## src/sv/pdb_pkg.sv

```systemverilog
package pdb_pkg;

    localparam int PALETTE_SIZE_DEF = 256;
    localparam int INV_BITS_PER_CHAN = 5;
    localparam int INV_AW = 3 * INV_BITS_PER_CHAN;
    localparam int INV_DEPTH = 1 << INV_AW;

    localparam logic [6:0] FULL_WEIGHT = 7'd64;
    localparam logic [31:0] ROUND_OR_MASK = 32'h01f0_7c1f;
    localparam int FOLD_SHIFT = 15;

    typedef enum logic [1:0] {
        CMD_LOAD_PAL = 2'd0,
        CMD_LOAD_INV = 2'd1,
        CMD_BLEND    = 2'd2
    } cmd_t;

    typedef enum logic {
        CFG_DIM_WEIGHT = 1'b0,
        CFG_DIM_COLOR  = 1'b1
    } cfg_idx_t;

endpackage

```

## src/sv/pdb_mix.sv

```systemverilog
module pdb_mix (
    input  logic [23:0]                 pix_rgb,
    input  logic [23:0]                 dim_rgb,
    input  logic [6:0]                  weight,
    output logic [pdb_pkg::INV_AW-1:0]  inv_idx
);
    import pdb_pkg::*;

    logic [6:0]  w_pix;
    logic [14:0] pr_r, pr_g, pr_b;
    logic [14:0] dr_r, dr_g, dr_b;
    logic [29:0] pk_pix, pk_dim;
    logic [31:0] sum;
    logic [31:0] folded;

    assign w_pix = FULL_WEIGHT - weight;

    assign pr_r = 15'(pix_rgb[23:16]) * 15'(w_pix);
    assign pr_g = 15'(pix_rgb[15:8])  * 15'(w_pix);
    assign pr_b = 15'(pix_rgb[7:0])   * 15'(w_pix);
    assign dr_r = 15'(dim_rgb[23:16]) * 15'(weight);
    assign dr_g = 15'(dim_rgb[15:8])  * 15'(weight);
    assign dr_b = 15'(dim_rgb[7:0])   * 15'(weight);

    // 10-bit lanes: R at 20, B at 10, G at 0
    assign pk_pix = {pr_r[13:4], pr_b[13:4], pr_g[13:4]};
    assign pk_dim = {dr_r[13:4], dr_b[13:4], dr_g[13:4]};

    assign sum    = (32'(pk_pix) + 32'(pk_dim)) | ROUND_OR_MASK;
    assign folded = sum & (sum >> FOLD_SHIFT);
    assign inv_idx = folded[INV_AW-1:0];

endmodule

```

## config.mk

```make
export PLATFORM = sky130hd
export DESIGN_NAME = pdb_mix
export DESIGN_NICKNAME = d
export VERILOG_FILES = /design/src/sv/pdb_pkg.sv /design/src/sv/pdb_mix.sv
export SDC_FILE = /design/constraint.sdc
export NUM_CORES = 1
export LEC_CHECK = 0
export ABC_AREA = 1
export BUFFER_PORTS_ARGS = -buffer_cell sky130_fd_sc_hd__buf_2
export CAP_MARGIN = 10
export CORE_ASPECT_RATIO = 1.75
export CORE_MARGIN = 2
export CORE_UTILIZATION = 55
export DETAILED_ROUTE_END_ITERATION = 10
export PLACE_DENSITY = 0.85
export SLEW_MARGIN = 25
export SYNTH_ARGS = -nofsm -noshare
export SYNTH_HDL_FRONTEND = slang
export SYNTH_SLANG_ARGS = --single-unit
export TNS_END_PERCENT = 30
```

## constraint.sdc

```tcl
create_clock -name vclk -period 23.7
set_clock_uncertainty 0.2 [all_clocks]
set_input_delay 7.11 -clock vclk [all_inputs]
set_output_delay 7.11 -clock vclk [all_outputs]
set_load 0.05 [all_outputs]
```

==> reports/qor.yml, run 1 <==
synthesis:
  ys_seq_area_frac: 0
  netlist_instances: 1631
  synth_fp_nets: 2051
  synthDistinctLibCells: 43
  syn-cell-area_um2: 11500
  synth.avg_cell_area_um2: 7.05
  synth_warnings: 0
timing:
  tns_ns: 0
  fmax_mhz: 46.1
  maxSlewHeadroom: 0.466
  rsz0062_at_grt: "false"
  setup_slack_ns: 2.02
  min_period_ns: 21.68
  finalSetupViolCount: 0
  finalCritPeriodShare: 0.915
  hold_viol_final: 0
  drv_slew: 0
  worstMarginPinSlew_ns: 0.799
global_routing:
  first_global_vias: 11000
  grt_pass1_wl_um: 48200
  grt.overflow.total: 0
  track_usage: 0.262
  grt_max_degree: 43
  antenna_found_initial: 0
die:
  die_h_um: 195
  ioPinCount: 70
  die_w_um: 113
  fp.coreArea_um2: 20700
  die_area_um2: 22100
  initial_core_util: 0.556
  rows: 70
final_layout:
  layout.nets: 2097
  drive_above_1_share: 0.0687
  fillers: 1935
  numSequentialCells: 0
  area_delta_synth_final_pct: 4.71
  fin_area_um2: 12000
  diodes: 0
  ff_latch_area_um2: 0
  clock_buffers: 0
detailed_routing:
  drt_iter0_markers: 493
  first_pass_iters: 5
  vias_per_cell: 5.35
  wirelength_um: 28000
  wl_per_cell_um: 14.5
  vias: 10300
  ant_nets: 0
  drc: 0
critical_path:
  max_stage_delay_ns: 0.61
  path_max_fanout: 23
  critical_path_class: "input port to output port"
  crit_path_start_kind: "input port"
  critPathSlowestCell: "clkinv_1"
  cp-endpoint: "inv_idx[11]"
  crit_start: "weight[1]"
  arrival_ns: 14.37
  cp-end-kind: "output port"
  crit_top_cell: "nand2_1"
  cp.required_ns: 16.39
placed_design:
  port_buffers: 70
  gp_congestion: 0.927
  post-place-ws_ns: 2.05
  post-dp-hpwl_um: 24100
  place_area_um2: 12000
clock_network:
  postCtsSetupBuffers: 0
  holdBufCountCts: 0
  cts_resized: 0
outcome:
  status: "finished clean"
min_path:
  min_path_type: "input port to output port"
run:
  drv_cap: 0
[metrics by stage]
step | cells | hold WS, ns | utilization
6_report | 1927 | 14.86 | 0.583
5_1_grt | 1927 | 14.93 | 0.583
4_1_cts | 1927 | 14.85 | 0.583
3_5_place_dp | 1927 | 14.84 | 0.583
3_3_place_gp | 1927 | 14.84 | 0.583
2_1_floorplan | 1631 | 14.65 | -
[worst min path at each step]
stage,to,start,slack [ns],cells after the start
floorplan,inv_idx[14],pix_rgb[23],14.65,5
global placement,inv_idx[14],pix_rgb[23],14.84,7
detailed placement,inv_idx[14],pix_rgb[23],14.84,7
CTS,inv_idx[14],pix_rgb[23],14.85,7
global route,inv_idx[14],pix_rgb[23],14.93,7
finish,inv_idx[14],pix_rgb[23],14.86,7
[worst max-delay path, delay by kind of cell]
family          cells  cell delay (ns)
compound gates      5             0.86
simple gates       12             1.33
fa+ha+maj           7             2.94
xor+xnor            2             0.60
buf+inv             6             1.51
[cell type report]
class / count / area (um^2) / share of cell area
multi-input cells: 1205 / 9860 / 0.818
inverters: 395 / 1480 / 0.123
well taps: 252 / 315 / 0.0262
repair buffers: 75 / 388 / 0.0322
[cell families after synthesis]
family / synth area share
AND/OR/NAND/NOR: 0.213
buffers and inverters: 0.143
adder cells (fa/ha/maj): 0.503
AO/OA/AOI/OAI: 0.0762
XOR/XNOR: 0.0655
[routing by layer]
layer | global-route usage | vias up | wire length, um
met3 | 0.0146 | 98 | 1000
li1 | - | 5029 | -
met1 | 0.284 | 4847 | 10400
met5 | 0 | - | 0
met2 | 0.506 | 328 | 15000
met4 | 0.127 | 0 | 1570
[synth_stat cells (3+ instances only)]
cell type / n / share of area
nand2_1: 406 / 0.13
inv_1: 389 / 0.13
ha_1: 203 / 0.22
fa_1: 162 / 0.28
nor2_1: 124 / 0.040
a21oi_1: 78 / 0.034
xor2_1: 44 / 0.034
xnor2_1: 42 / 0.032
nand3_1: 27 / 0.012
o21ai_0: 25 / 0.011
clkbuf_1: 15 / 0.0049
nand2_2: 14 / 0.0076
nand4_1: 11 / 0.0060
nor3_1: 10 / 0.0044
a21o_1: 9 / 0.0059
buf_2: 6 / 0.0026
buf_1: 5 / 0.0016
buf_6: 5 / 0.0049
o21ai_2: 5 / 0.0038
o21bai_1: 5 / 0.0033
a21oi_2: 4 / 0.0030
inv_2: 4 / 0.0013
nor2_2: 4 / 0.0022
a211oi_1: 3 / 0.0020
a31oi_1: 3 / 0.0016
nand3_2: 3 / 0.0026
o21bai_2: 3 / 0.0029
[placed cells by master, fill, tap and decap left out, types with 2 or more instances in the layout]
cell type  netlist  routed
fa_1           162     162
inv_1          389     389
o31ai_1          2       2
a21o_1           9       9
a221oi_1         2       2
a21oi_1         78      78
o21a_1           2       2
xnor2_1         42      42
nor4_1           2       2
clkinv_1         2       2
nand3_1         27      27
inv_2            4       4
nand2_1        406     406
nand3_2          3       3
nand4_1         11      11
o21ai_2          5       5
nor3_1          10      10
o21ai_0         25      25
o21bai_2         3       3
o21ai_1          2       2
nor2_1         124     124
nor2_2           4       4
buf_2            6      70
a21oi_2          4       4
nand2_2         14      14
a211oi_1         3       3
a31oi_1          3       3
ha_1           203     203
xor2_1          44      44
o21bai_1         5       5
buf_4            0       5
Power of run 1 is left out: the tool's default activity adds up to more than one toggle a clock period on the data nets, which glitch-free logic cannot reach.
==> run 2, diff against run 1 <==
MAX_ROUTING_LAYER = met4   (was default)
==> reports/qor.yml, run 2 (synthesis results as in run 1) <==
global_routing:
  grt_pass1_wl_um: 48300  # +0.18%
  first_global_vias: 11200  # +1.7%
  track_usage: 0.270  # +0.00819
  grt.overflow.total: 0  # unchanged
  grt_max_degree: 43  # unchanged
  antenna_found_initial: 0  # unchanged
final_layout:
  clock_buffers: 0  # unchanged
  area_delta_synth_final_pct: 4.65  # about the same
  fillers: 1929  # -0.31%
  final_cell_mix: "406 x nand2_1, 389 x inv_1, 203 x ha_1"
  layout.nets: 2096  # -0.048%
  drive_above_1_share: 0.0681  # -0.000556
  layout_commonest_cell: "nand2_1"
  numSequentialCells: 0  # unchanged
  ff_latch_area_um2: 0  # unchanged
  diodes: 0  # unchanged
clock_network:
  holdBufCountCts: 0  # unchanged
  cts_resized: 0  # unchanged
  postCtsSetupBuffers: 0  # unchanged
critical_path:
  arrival_ns: 14.38  # about the same
  cp-end-kind: "output port"
  cp.required_ns: 16.39  # about the same
  max_stage_delay_ns: 0.61  # about the same
  crit_top_cell: "nand2_1"
  crit_path_start_kind: "input port"
  cp.depth: 32  # unchanged
  critPathSlowestCell: "clkinv_1"
  cp_num_buf_inv: 6  # unchanged
  cp_top_family: "adder cells"
  critical_path_class: "input port to output port"
  path_max_fanout: 23  # unchanged
min_path:
  hold_depth: 7  # unchanged
  worst_hold_path.endpoint: "inv_idx[14]"
  min_path_type: "input port to output port"
  min_from: "pix_rgb[23]"
die:
  die_h_um: 195  # unchanged
  die_w_um: 113  # unchanged
  ioPinCount: 70  # unchanged
  die_area_um2: 22100  # unchanged
  rows: 70  # unchanged
  initial_core_util: 0.556  # unchanged
  fp.coreArea_um2: 20700  # unchanged
detailed_routing:
  vias_per_cell: 5.37  # +0.35%
  ant_nets: 0  # unchanged
  drc: 0  # unchanged
  drt_iter0_markers: 457  # -7.3%
  vias: 10300  # +0.30%
  wl_per_cell_um: 14.4  # -1.1%
  first_pass_iters: 5  # unchanged
  wirelength_um: 27600  # -1.2%
run:
  drv_cap: 0  # unchanged
timing:
  finalSetupViolCount: 0  # unchanged
  finalCritPeriodShare: 0.915  # about the same
  drv_slew: 0  # unchanged
  tns_ns: 0  # unchanged
  hold_viol_final: 0  # unchanged
  worstMarginPinSlew_ns: 0.874  # +0.0748 ns
  rsz0062_at_grt: "false"
  fmax_mhz: 46.1  # about the same
  min_period_ns: 21.69  # +0.00934 ns
  maxSlewHeadroom: 0.417  # -0.0486
outcome:
  status: "finished clean"
placed_design:
  post-dp-hpwl_um: 24000  # -0.79%
  gp_congestion: 0.944  # +1.9%
  port_buffers: 70  # unchanged
[run 2: worst max path at each step]
stage	from	end	slack [ns]
after global placement	weight[1]	inv_idx[11]	2.22
after floorplan	weight[0]	inv_idx[2]	3.09
after CTS	weight[1]	inv_idx[11]	2.03
final	weight[1]	inv_idx[11]	2.01
after detailed placement	weight[1]	inv_idx[11]	2.03
after global routing	weight[1]	inv_idx[11]	1.34
[run 2: layout make-up]
class / count / area (um^2) / area share
inverter: 395 / 1480 / 0.123
tap: 252 / 315 / 0.0262
multi-input combinational: 1205 / 9860 / 0.819
timing repair buffer: 74 / 380 / 0.0316
[run 2: per-layer routing]
layer / part of all wire / track usage
met1: 0.37 / 0.285
met2: 0.53 / 0.505
met3: 0.034 / 0.0109
met4: 0.061 / 0.138
met5: 0 / -
[run 2: tightest hold or removal path, stage by stage]
cell and delay (ns):
buf_2 0.14, nand3_1 0.12, nand3_1 0.12, nand3_1 0.10, nand4_1 0.10, nand2_1 0.05, buf_2 0.20
[run 2: per-stage QoR]
stage	instance area (um^2)	setup WS (ns)	std cells	util	hold slack (ns)
floorplan	11500	3.09	1631	-	14.65
global placement	12000	2.22	1926	0.582	14.84
detailed placement	12000	2.03	1926	0.582	14.85
CTS	12000	2.03	1926	0.582	14.85
global route	12000	1.34	1926	0.582	14.96
finish	12000	2.01	1926	0.582	14.85
Power of run 2 is left out for the same reason.
